[src/rtl/tcw_pkg.sv]
`timescale 1ns / 1ps
// ----------------------------------------------------------------------------
// tcw_pkg: shared types and constants
// Event codes, phases, variants, register indexes and the result/state structs
// of the congestion window engine.
// ----------------------------------------------------------------------------
package tcw_pkg;

  localparam logic [1:0] OP_SEND = 2'd0;
  localparam logic [1:0] OP_ACK  = 2'd1;
  localparam logic [1:0] OP_LOSS = 2'd2;
  localparam logic [1:0] OP_RTT  = 2'd3;

  localparam logic [1:0] PH_SLOW  = 2'd0;
  localparam logic [1:0] PH_AVOID = 2'd1;
  localparam logic [1:0] PH_RECOV = 2'd2;
  localparam logic [1:0] PH_BBR   = 2'd3;

  localparam logic [1:0] VAR_RENO    = 2'd0;
  localparam logic [1:0] VAR_NEWRENO = 2'd1;
  localparam logic [1:0] VAR_BBR     = 2'd2;

  localparam logic [1:0] CFG_START_WINDOW    = 2'd0;
  localparam logic [1:0] CFG_START_THRESHOLD = 2'd1;
  localparam logic [1:0] CFG_VARIANT         = 2'd2;
  localparam logic [1:0] CFG_BOTTLENECK_RATE = 2'd3;

  localparam logic [15:0] WINDOW_RESET = 16'd1;
  localparam logic [15:0] THRESH_RESET = 16'd10000;
  localparam logic [15:0] RATE_RESET   = 16'd1;
  localparam logic [15:0] RTT_RESET    = 16'd1;
  localparam logic [5:0]  NO_BAND      = 6'd63;

  typedef struct packed {
    logic [1:0]  op;
    logic [31:0] ack_number;
    logic [5:0]  band;
    logic [15:0] rtt_sample;
  } item_t;

  typedef struct packed {
    logic [15:0] window;
    logic [15:0] threshold;
    logic [15:0] round_trip;
    logic [15:0] cap;
    logic [31:0] window_start;
    logic [31:0] window_end;
    logic [1:0]  phase;
    logic [5:0]  last_band;
  } state_t;

  typedef struct packed {
    logic        sent;
    logic [31:0] window_end_now;
    logic [15:0] window_now;
    logic [15:0] threshold_now;
    logic [1:0]  phase_now;
    logic        timed_out;
  } result_t;

  function automatic logic [15:0] sat16(input logic [31:0] v);
    sat16 = (|v[31:16]) ? 16'hFFFF : v[15:0];
  endfunction

  // floor(log2(v)); zero has no band
  function automatic logic [5:0] band_of(input logic [31:0] v);
    logic [5:0] b;
    b = NO_BAND;
    for (int i = 0; i < 32; i++) begin
      if (v[i]) begin
        b = 6'(i);
      end
    end
    band_of = b;
  endfunction

endpackage

[src/rtl/tcw_update.sv]
`timescale 1ns / 1ps
// ----------------------------------------------------------------------------
// tcw_update: per-event state update
// Combinational next state and result for one registered item.
// ----------------------------------------------------------------------------
module tcw_update (
  input  tcw_pkg::item_t   item,
  input  tcw_pkg::state_t  st,
  input  logic [15:0]      start_window,
  input  logic [1:0]       variant,
  input  logic [15:0]      bottleneck_rate,
  output tcw_pkg::state_t  st_nxt,
  output tcw_pkg::result_t res
);

  logic [31:0] in_flight;
  logic [15:0] win_dbl;
  logic [15:0] win_inc;
  logic [31:0] rtt_prod;
  logic        sent;
  logic        timed_out;

  assign in_flight = st.window_end - st.window_start;
  assign win_dbl   = st.window[15] ? 16'hFFFF : {st.window[14:0], 1'b0};
  assign win_inc   = (st.window == 16'hFFFF) ? 16'hFFFF : st.window + 16'd1;
  assign rtt_prod  = 32'(item.rtt_sample) * 32'(bottleneck_rate);

  always_comb begin
    st_nxt    = st;
    sent      = 1'b0;
    timed_out = 1'b0;
    case (item.op)
      tcw_pkg::OP_SEND: begin
        if (in_flight < {16'd0, st.window}) begin
          st_nxt.window_end = st.window_end + 32'd1;
          sent              = 1'b1;
        end
      end
      tcw_pkg::OP_ACK: begin
        if (item.ack_number > st.window_start) begin
          st_nxt.window_start = item.ack_number;
          case (st.phase)
            tcw_pkg::PH_BBR:   st_nxt.window = st.cap;
            tcw_pkg::PH_AVOID: st_nxt.window = win_inc;
            tcw_pkg::PH_SLOW: begin
              st_nxt.window = win_dbl;
              if (variant == tcw_pkg::VAR_BBR) begin
                if (win_dbl > st.cap) begin
                  st_nxt.window = st.cap;
                  st_nxt.phase  = tcw_pkg::PH_BBR;
                end
              end else if (win_dbl >= st.threshold) begin
                st_nxt.window = st.threshold;
                st_nxt.phase  = tcw_pkg::PH_AVOID;
              end
            end
            default: ;
          endcase
        end else begin
          // stale ack: timeout
          st_nxt.window_end = st.window_end - 32'd1;
          st_nxt.threshold  = {1'b0, st.window[15:1]};
          st_nxt.window     = start_window;
          st_nxt.phase      = tcw_pkg::PH_SLOW;
          timed_out         = 1'b1;
        end
      end
      tcw_pkg::OP_LOSS: begin
        st_nxt.phase = tcw_pkg::PH_AVOID;
        if (!(variant == tcw_pkg::VAR_NEWRENO && item.band != tcw_pkg::NO_BAND &&
              item.band == st.last_band)) begin
          st_nxt.last_band = item.band;
          st_nxt.threshold = {1'b0, st.window[15:1]};
          st_nxt.window    = {1'b0, st.window[15:1]};
        end
      end
      default: begin
        st_nxt.round_trip = item.rtt_sample;
        st_nxt.cap        = tcw_pkg::sat16(rtt_prod);
      end
    endcase
  end

  assign res.sent           = sent;
  assign res.window_end_now = st_nxt.window_end;
  assign res.window_now     = st_nxt.window;
  assign res.threshold_now  = st_nxt.threshold;
  assign res.phase_now      = st_nxt.phase;
  assign res.timed_out      = timed_out;

endmodule

[src/rtl/tcw_out_reg.sv]
`timescale 1ns / 1ps
// ----------------------------------------------------------------------------
// tcw_out_reg: result register
// Holds one result item with valid/stall handshake toward the consumer.
// ----------------------------------------------------------------------------
module tcw_out_reg (
  input  logic             clk,
  input  logic             rst_n,
  input  logic             load,
  input  tcw_pkg::result_t res,
  input  logic             out_stall,
  output logic             ready,
  output logic             out_valid,
  output tcw_pkg::result_t res_r
);

  logic out_valid_r;
  logic out_valid_nxt;

  assign ready         = !out_valid_r || !out_stall;
  assign out_valid_nxt = load ? 1'b1 : (out_valid_r && out_stall);
  assign out_valid     = out_valid_r;

  always_ff @(posedge clk) begin
    if (!rst_n) begin
      out_valid_r <= 1'b0;
    end else begin
      out_valid_r <= out_valid_nxt;
    end
  end

  always_ff @(posedge clk) begin
    if (load) begin
      res_r <= res;
    end
  end

endmodule

[src/rtl/tcp_congestion_window_control.sv]
`timescale 1ns / 1ps
// ----------------------------------------------------------------------------
// tcp_congestion_window_control: sender congestion window engine
// Reno / NewReno / BBR-capped window control, one event per item.
//
//   channel  direction  handshake            payload
//   in       input      in_valid/in_stall    op, ack_number, lost_packet, rtt_sample
//   out      output     out_valid/out_stall  sent, window_end_now, window_now,
//                                            threshold_now, phase_now, timed_out
//   cfg      input      cfg_we               cfg_index, cfg_data
//
// An item passes through the input register and then the result register;
// one item per cycle is sustained while out_stall is low.
// The loss band (log2 of lost_packet) is taken on input; the window cap
// (round trip times bottleneck rate) is kept in a register, updated by an rtt
// item or a rate write. Reset is synchronous and needs no clearing time.
// out_stall holds a valid result register and, once the input register is also
// full, raises in_stall.
// ----------------------------------------------------------------------------
module tcp_congestion_window_control (
  input  logic        clk,
  input  logic        rst_n,
  input  logic        in_valid,
  output logic        in_stall,
  input  logic [1:0]  in_op,
  input  logic [31:0] in_ack_number,
  input  logic [31:0] in_lost_packet,
  input  logic [15:0] in_rtt_sample,
  output logic        out_valid,
  input  logic        out_stall,
  output logic        out_sent,
  output logic [31:0] out_window_end_now,
  output logic [15:0] out_window_now,
  output logic [15:0] out_threshold_now,
  output logic [1:0]  out_phase_now,
  output logic        out_timed_out,
  input  logic        cfg_we,
  input  logic [1:0]  cfg_index,
  input  logic [15:0] cfg_data
);

  logic             item_valid_r;
  logic             item_valid_nxt;
  tcw_pkg::item_t   item_r;
  logic             accept;
  logic             fire;
  logic             out_ready;

  logic [15:0]      start_window_r;
  logic [1:0]       variant_r;
  logic [15:0]      rate_r;

  tcw_pkg::state_t  st_r;
  tcw_pkg::state_t  st_upd;
  tcw_pkg::state_t  st_nxt;
  tcw_pkg::result_t res;
  tcw_pkg::result_t res_r;
  logic [31:0]      cfg_prod;

  assign fire           = item_valid_r && out_ready;
  assign in_stall       = item_valid_r && !out_ready;
  assign accept         = in_valid && !in_stall;
  assign item_valid_nxt = accept ? 1'b1 : (item_valid_r && !fire);

  always_ff @(posedge clk) begin
    if (!rst_n) begin
      item_valid_r <= 1'b0;
    end else begin
      item_valid_r <= item_valid_nxt;
    end
  end

  always_ff @(posedge clk) begin
    if (accept) begin
      item_r.op         <= in_op;
      item_r.ack_number <= in_ack_number;
      item_r.band       <= tcw_pkg::band_of(in_lost_packet);
      item_r.rtt_sample <= in_rtt_sample;
    end
  end

  tcw_update u_update (
    .item            (item_r),
    .st              (st_r),
    .start_window    (start_window_r),
    .variant         (variant_r),
    .bottleneck_rate (rate_r),
    .st_nxt          (st_upd),
    .res             (res)
  );

  assign cfg_prod = 32'(st_r.round_trip) * 32'(cfg_data);

  // start threshold only seeds the live threshold
  always_comb begin
    st_nxt = st_r;
    if (cfg_we) begin
      case (cfg_index)
        tcw_pkg::CFG_START_WINDOW:    st_nxt.window    = cfg_data;
        tcw_pkg::CFG_START_THRESHOLD: st_nxt.threshold = cfg_data;
        tcw_pkg::CFG_BOTTLENECK_RATE: st_nxt.cap       = tcw_pkg::sat16(cfg_prod);
        default: ;
      endcase
    end else if (fire) begin
      st_nxt = st_upd;
    end
  end

  always_ff @(posedge clk) begin
    if (!rst_n) begin
      start_window_r    <= tcw_pkg::WINDOW_RESET;
      variant_r         <= tcw_pkg::VAR_RENO;
      rate_r            <= tcw_pkg::RATE_RESET;
      st_r.window       <= tcw_pkg::WINDOW_RESET;
      st_r.threshold    <= tcw_pkg::THRESH_RESET;
      st_r.round_trip   <= tcw_pkg::RTT_RESET;
      st_r.cap          <= tcw_pkg::sat16(32'(tcw_pkg::RTT_RESET) * 32'(tcw_pkg::RATE_RESET));
      st_r.window_start <= 32'd0;
      st_r.window_end   <= 32'd0;
      st_r.phase        <= tcw_pkg::PH_SLOW;
      st_r.last_band    <= tcw_pkg::NO_BAND;
    end else begin
      st_r <= st_nxt;
      if (cfg_we) begin
        case (cfg_index)
          tcw_pkg::CFG_START_WINDOW:    start_window_r <= cfg_data;
          tcw_pkg::CFG_VARIANT:         variant_r      <= cfg_data[1:0];
          tcw_pkg::CFG_BOTTLENECK_RATE: rate_r         <= cfg_data;
          default: ;
        endcase
      end
    end
  end

  tcw_out_reg u_out_reg (
    .clk       (clk),
    .rst_n     (rst_n),
    .load      (fire),
    .res       (res),
    .out_stall (out_stall),
    .ready     (out_ready),
    .out_valid (out_valid),
    .res_r     (res_r)
  );

  assign out_sent           = res_r.sent;
  assign out_window_end_now = res_r.window_end_now;
  assign out_window_now     = res_r.window_now;
  assign out_threshold_now  = res_r.threshold_now;
  assign out_phase_now      = res_r.phase_now;
  assign out_timed_out      = res_r.timed_out;

endmodule

[config.mk]
export PLATFORM = sky130hd
export DESIGN_NAME = tcp_congestion_window_control
export DESIGN_NICKNAME = d
export VERILOG_FILES = /design/src/rtl/tcw_pkg.sv /design/src/rtl/tcw_update.sv /design/src/rtl/tcw_out_reg.sv /design/src/rtl/tcp_congestion_window_control.sv
export SDC_FILE = /design/constraint.sdc
export NUM_CORES = 2
export LEC_CHECK = 0
export ABC_AREA = 1
export BUFFER_PORTS_ARGS = -buffer_cell sky130_fd_sc_hd__buf_2
export CORE_UTILIZATION = 35
export CTS_BUF_LIST = sky130_fd_sc_hd__clkbuf_8
export CTS_CLUSTER_DIAMETER = 100
export DETAILED_ROUTE_END_ITERATION = 10
export PLACE_DENSITY_LB_ADDON = 0.2
export SYNTH_ARGS = -nofsm -noshare
export SYNTH_HDL_FRONTEND = slang
export SYNTH_SLANG_ARGS = --single-unit
export TNS_END_PERCENT = 50
[constraint.sdc]
create_clock -name clk -period 7.09 [get_ports clk]
set_clock_uncertainty 0.05 [all_clocks]
set_input_delay 0.3545 -clock clk [delete_from_list [all_inputs] [get_ports clk]]
set_output_delay 0.3545 -clock clk [all_outputs]
set_load 0.02 [all_outputs]
==> impl_metrics.toml <==
[global_routing]
antenna_found_initial = 5
track_usage = 0.2285
grt_pass1_vias = 33253
grt_pass1_wl_mm = 192.2
overflow = 0
grt_max_degree = 69

[timing]
min_period_over_period = 0.9341
max_slew.worst_pin.slew_ns = 1.174
drv_slew = 0
hold_ws_ns = 0.05717
max_freq_ghz = 0.1510
finalHoldViolCount = 0
setup_viol_count_final = 0
max-slew-margin-rel = 0.2144
layout_min_cycle_time_ns = 6.623
setup_slack_ns = 0.4673
fin_setup_tns_ns = 0
rsz0062_at_grt = "false"

[critical_path]
crit_family = "adder cells"
slowest_delay_ns = 0.57
cp-end-kind = "register"
worst-path-stages = 24
crit_chain = "buf_4 > nand2_1 > inv_1 > fa_1 > inv_1 > fa_1 > fa_1 > inv_1 > fa_1 > fa_1 > fa_1 > ha_1 > a21oi_1 > o21a_1 > a21boi_1 > o21bai_1 > a21oi_1 > xor2_1 > o211ai_1 > nor2_2 > buf_4 > nand2_1 > o21ai_0 > a21oi_1"
crit_arrival_ns = 7.16
worstSetupPathType = "register to register"
startpoint = "st_r[95]"
crit-reg2reg-launch = "st_r[95]"
cp_num_buf_inv = 5
critical_path.most_common_cell = "fa_1"
cp.required_ns = 7.62
rr_worst_depth = 24
crit_path_top_delay_cell = "dfxtp_1"
worstPathMaxFanout = 14
startpoint_type = "register"

[finish]
drive_gt1_frac = 0.07972
syn2layout_area_growth_pct = 11.73
fin_cells = 6724
nets = 6104
nFillCells = 11037
final_core_util = 0.3944

[yosys]
synth_top_family_by_area = "adder cells"
netlist_area_mm2 = 0.03716
synthSimpleGateAreaFrac = 0.2118
syn_inst = 5133
yosys_register_bits = 296
synthFlopType = "dfxtp_1"
async_flop_share = 0
yosys.area_share.adder = 0.3190
avgSynthCellArea_um2 = 7.239
yosysWarnings = 0
synthesis.nets = 5952
synth_compound_area_frac = 0.1101
synthXorXnorAreaFrac = 0.02781
synth_edf_count = 124
ys_types = 60
ys_seq_area_frac = 0.1929
synthMuxAreaShare = 0.0002694

[flow_run]
drv_cap = 0

[clock_tree]
cts_tree = "yes"
numCtsBuffers = 55
clk_path_buf_depth = 3
clockRootBuffer = "clkbuf_8"
path_clk_slew_ns = 0.07
clkSinkCount = 296
htree_levels = 2
clk_latency_ns = 0.75

[place]
gp_congestion = 0.9188
hpwl_mm = 94.30
preCtsSetupSlack_ns = 0.4117
place_inst = 6548
portBuffers = 174

[routing]
drc = 0
dr.pass1.iters = 6
drt-vias-per-instance = 4.977
drt-initial-drc-count = 2520
vias = 33462
avgRoutedWirePerCell_um = 18.14
drtAntennaViolNets = 0
wl_mm = 122.0

[floorplan]
core-area_mm2 = 0.1053
die_area_mm2 = 0.1075
start_util = 0.3530
rows = 119
die_w_um = 327.8
die_h_um = 327.8
io_pins = 175

[min_path]
min_from = "cfg_data[14]"
hold_path_depth = 3
hold_class = "input port to register"

[power_and_ir_drop]
switching_share = 0.4212
switching_power_mw = 2.856
p_leak_nw = 21.45
power_frac_seq = 0.295
ir_drop_uv = 151.0
pwr-share-comb = 0.422
power.density_mw_per_mm2 = 163.3
p_int_mw = 3.925
clockPowerShare = 0.283

[status]
outcome = "finished clean"
-- layout make-up --
class	count	area (µm²)	area share
tap	1391	1740	0.04192
clock inverter	45	424.2	0.01022
antenna	2	5.005	0.0001205
clock buffer	58	798.3	0.01923
inverter	1111	4170	0.1004
sequential	296	7176	0.1728
timing repair buffer	341	2302	0.05545
multi-input combinational	3480	24900	0.5998
-- registers in the layout, summed over array words and instances, names as in the netlist --
| name | count |
|---|---|
| item_valid_r | 1 |
| st_r | 136 |
| variant_r | 2 |
| u_out_reg.res_r | 68 |
| start_window_r | 16 |
| rate_r | 16 |
| u_out_reg.out_valid | 1 |
| item_r | 56 |
-- stage by stage --
stage | cell area, µm² | total power [mW]
after floorplan | 37160 | 3.997
after detailed placement | 39580 | 4.839
final | 41520 | 6.781
after global routing | 41520 | 7.300
after global placement | 39580 | 4.845
after CTS | 41370 | 6.826
-- power groups by stage --
stage,clock network [mW],logic (mW),registers (mW)
3_3_place_gp,0,2.80,2.04
3_5_place_dp,0,2.80,2.04
6_report,1.92,2.86,2.00
2_1_floorplan,0,2.01,1.99
4_1_cts,1.98,2.84,2.01
5_1_grt,2.04,3.25,2.01
-- layer usage --
metal  track usage  vias up  wire length, µm  share of wire
met5             0        -               13        0.00011
met4       0.04541        2             2066          0.017
met3       0.02729      134             7083          0.058
met2        0.3703      940            55650           0.46
met1        0.3262    16118            57140           0.47
li1              -    16268                -              -
-- path summary, 6_finish.rpt --
kind	endpoint	slack, ns
worst max-delay path	st_r[77]	0.47
worst min-delay path	st_r[118]	0.06
worst max register to register	st_r[77]	0.47
worst min register to register	start_window_r[14]	0.42
-- worst reg2reg max path, stage by stage (launching register included) --
cell,delay [ns]
dfxtp_1,0.57
buf_4,0.24
nand2_1,0.06
inv_1,0.08
fa_1,0.40
inv_1,0.07
fa_1,0.43
fa_1,0.52
inv_1,0.06
fa_1,0.57
fa_1,0.46
fa_1,0.49
ha_1,0.35
a21oi_1,0.26
o21a_1,0.16
a21boi_1,0.34
o21bai_1,0.16
a21oi_1,0.18
xor2_1,0.20
o211ai_1,0.13
nor2_2,0.10
buf_4,0.21
nand2_1,0.09
o21ai_0,0.18
a21oi_1,0.10
-- cells in the final DEF (no fill, tap or decap), drive strengths merged, types with 7 or more instances in the layout --
cell type	instances
nand3	232
a221oi	10
nand3b	7
a21oi	283
nor2	302
xor2	86
nand2	1232
xnor2	32
o21a	12
clkbuf	58
edfxtp	124
o221ai	7
nor3	49
o21ai	301
a211oi	9
bufinv	7
a31oi	27
nand4	67
o2111ai	8
buf	285
a21boi	20
ha	325
o21bai	15
nor4	19
dfxtp	172
a21o	15
o211ai	11
clkinv	35
fa	389
inv	1110
dlygate4sd3	56
-- kinds of logic (layout without fill, tap and decap cells) --
| kind of cell | count (synthesis) | in the layout |
|---|---|---|
| buffers and inverters | 1357 | 1555 |
| adder cells (fa/ha/maj) | 714 | 714 |
| XOR/XNOR | 118 | 118 |
| other | 0 | 2 |
| flip-flops | 296 | 296 |
| AND/OR/NAND/NOR | 1915 | 1915 |
| multiplexers | 1 | 1 |
| AO/OA/AOI/OAI | 732 | 732 |
-- Yosys cell counts, types with 27 or more instances --
master / instances / share of area
a21oi_1: 276 / 0.037
a31oi_1: 27 / 0.0045
clkbuf_1: 218 / 0.022
dfxtp_1: 172 / 0.093
edfxtp_1: 124 / 0.10
fa_1: 389 / 0.21
ha_1: 325 / 0.11
inv_1: 1089 / 0.11
nand2_1: 1231 / 0.12
nand3_1: 230 / 0.031
nand4_1: 67 / 0.011
nor2_1: 295 / 0.030
nor3_1: 48 / 0.0065
o21ai_0: 293 / 0.039
xnor2_1: 32 / 0.0075
xor2_1: 86 / 0.020
-- repair_timing --
action | in CTS | in global routing
hold buffers | 56 | 0
setup endpoints to repair | 0 | 16
buffers inserted | 0 | 15
gates resized for setup | 0 | 7
endpoints found under the hold margin | 56 | 0
Note: power is estimated with default switching activity, not from simulation.
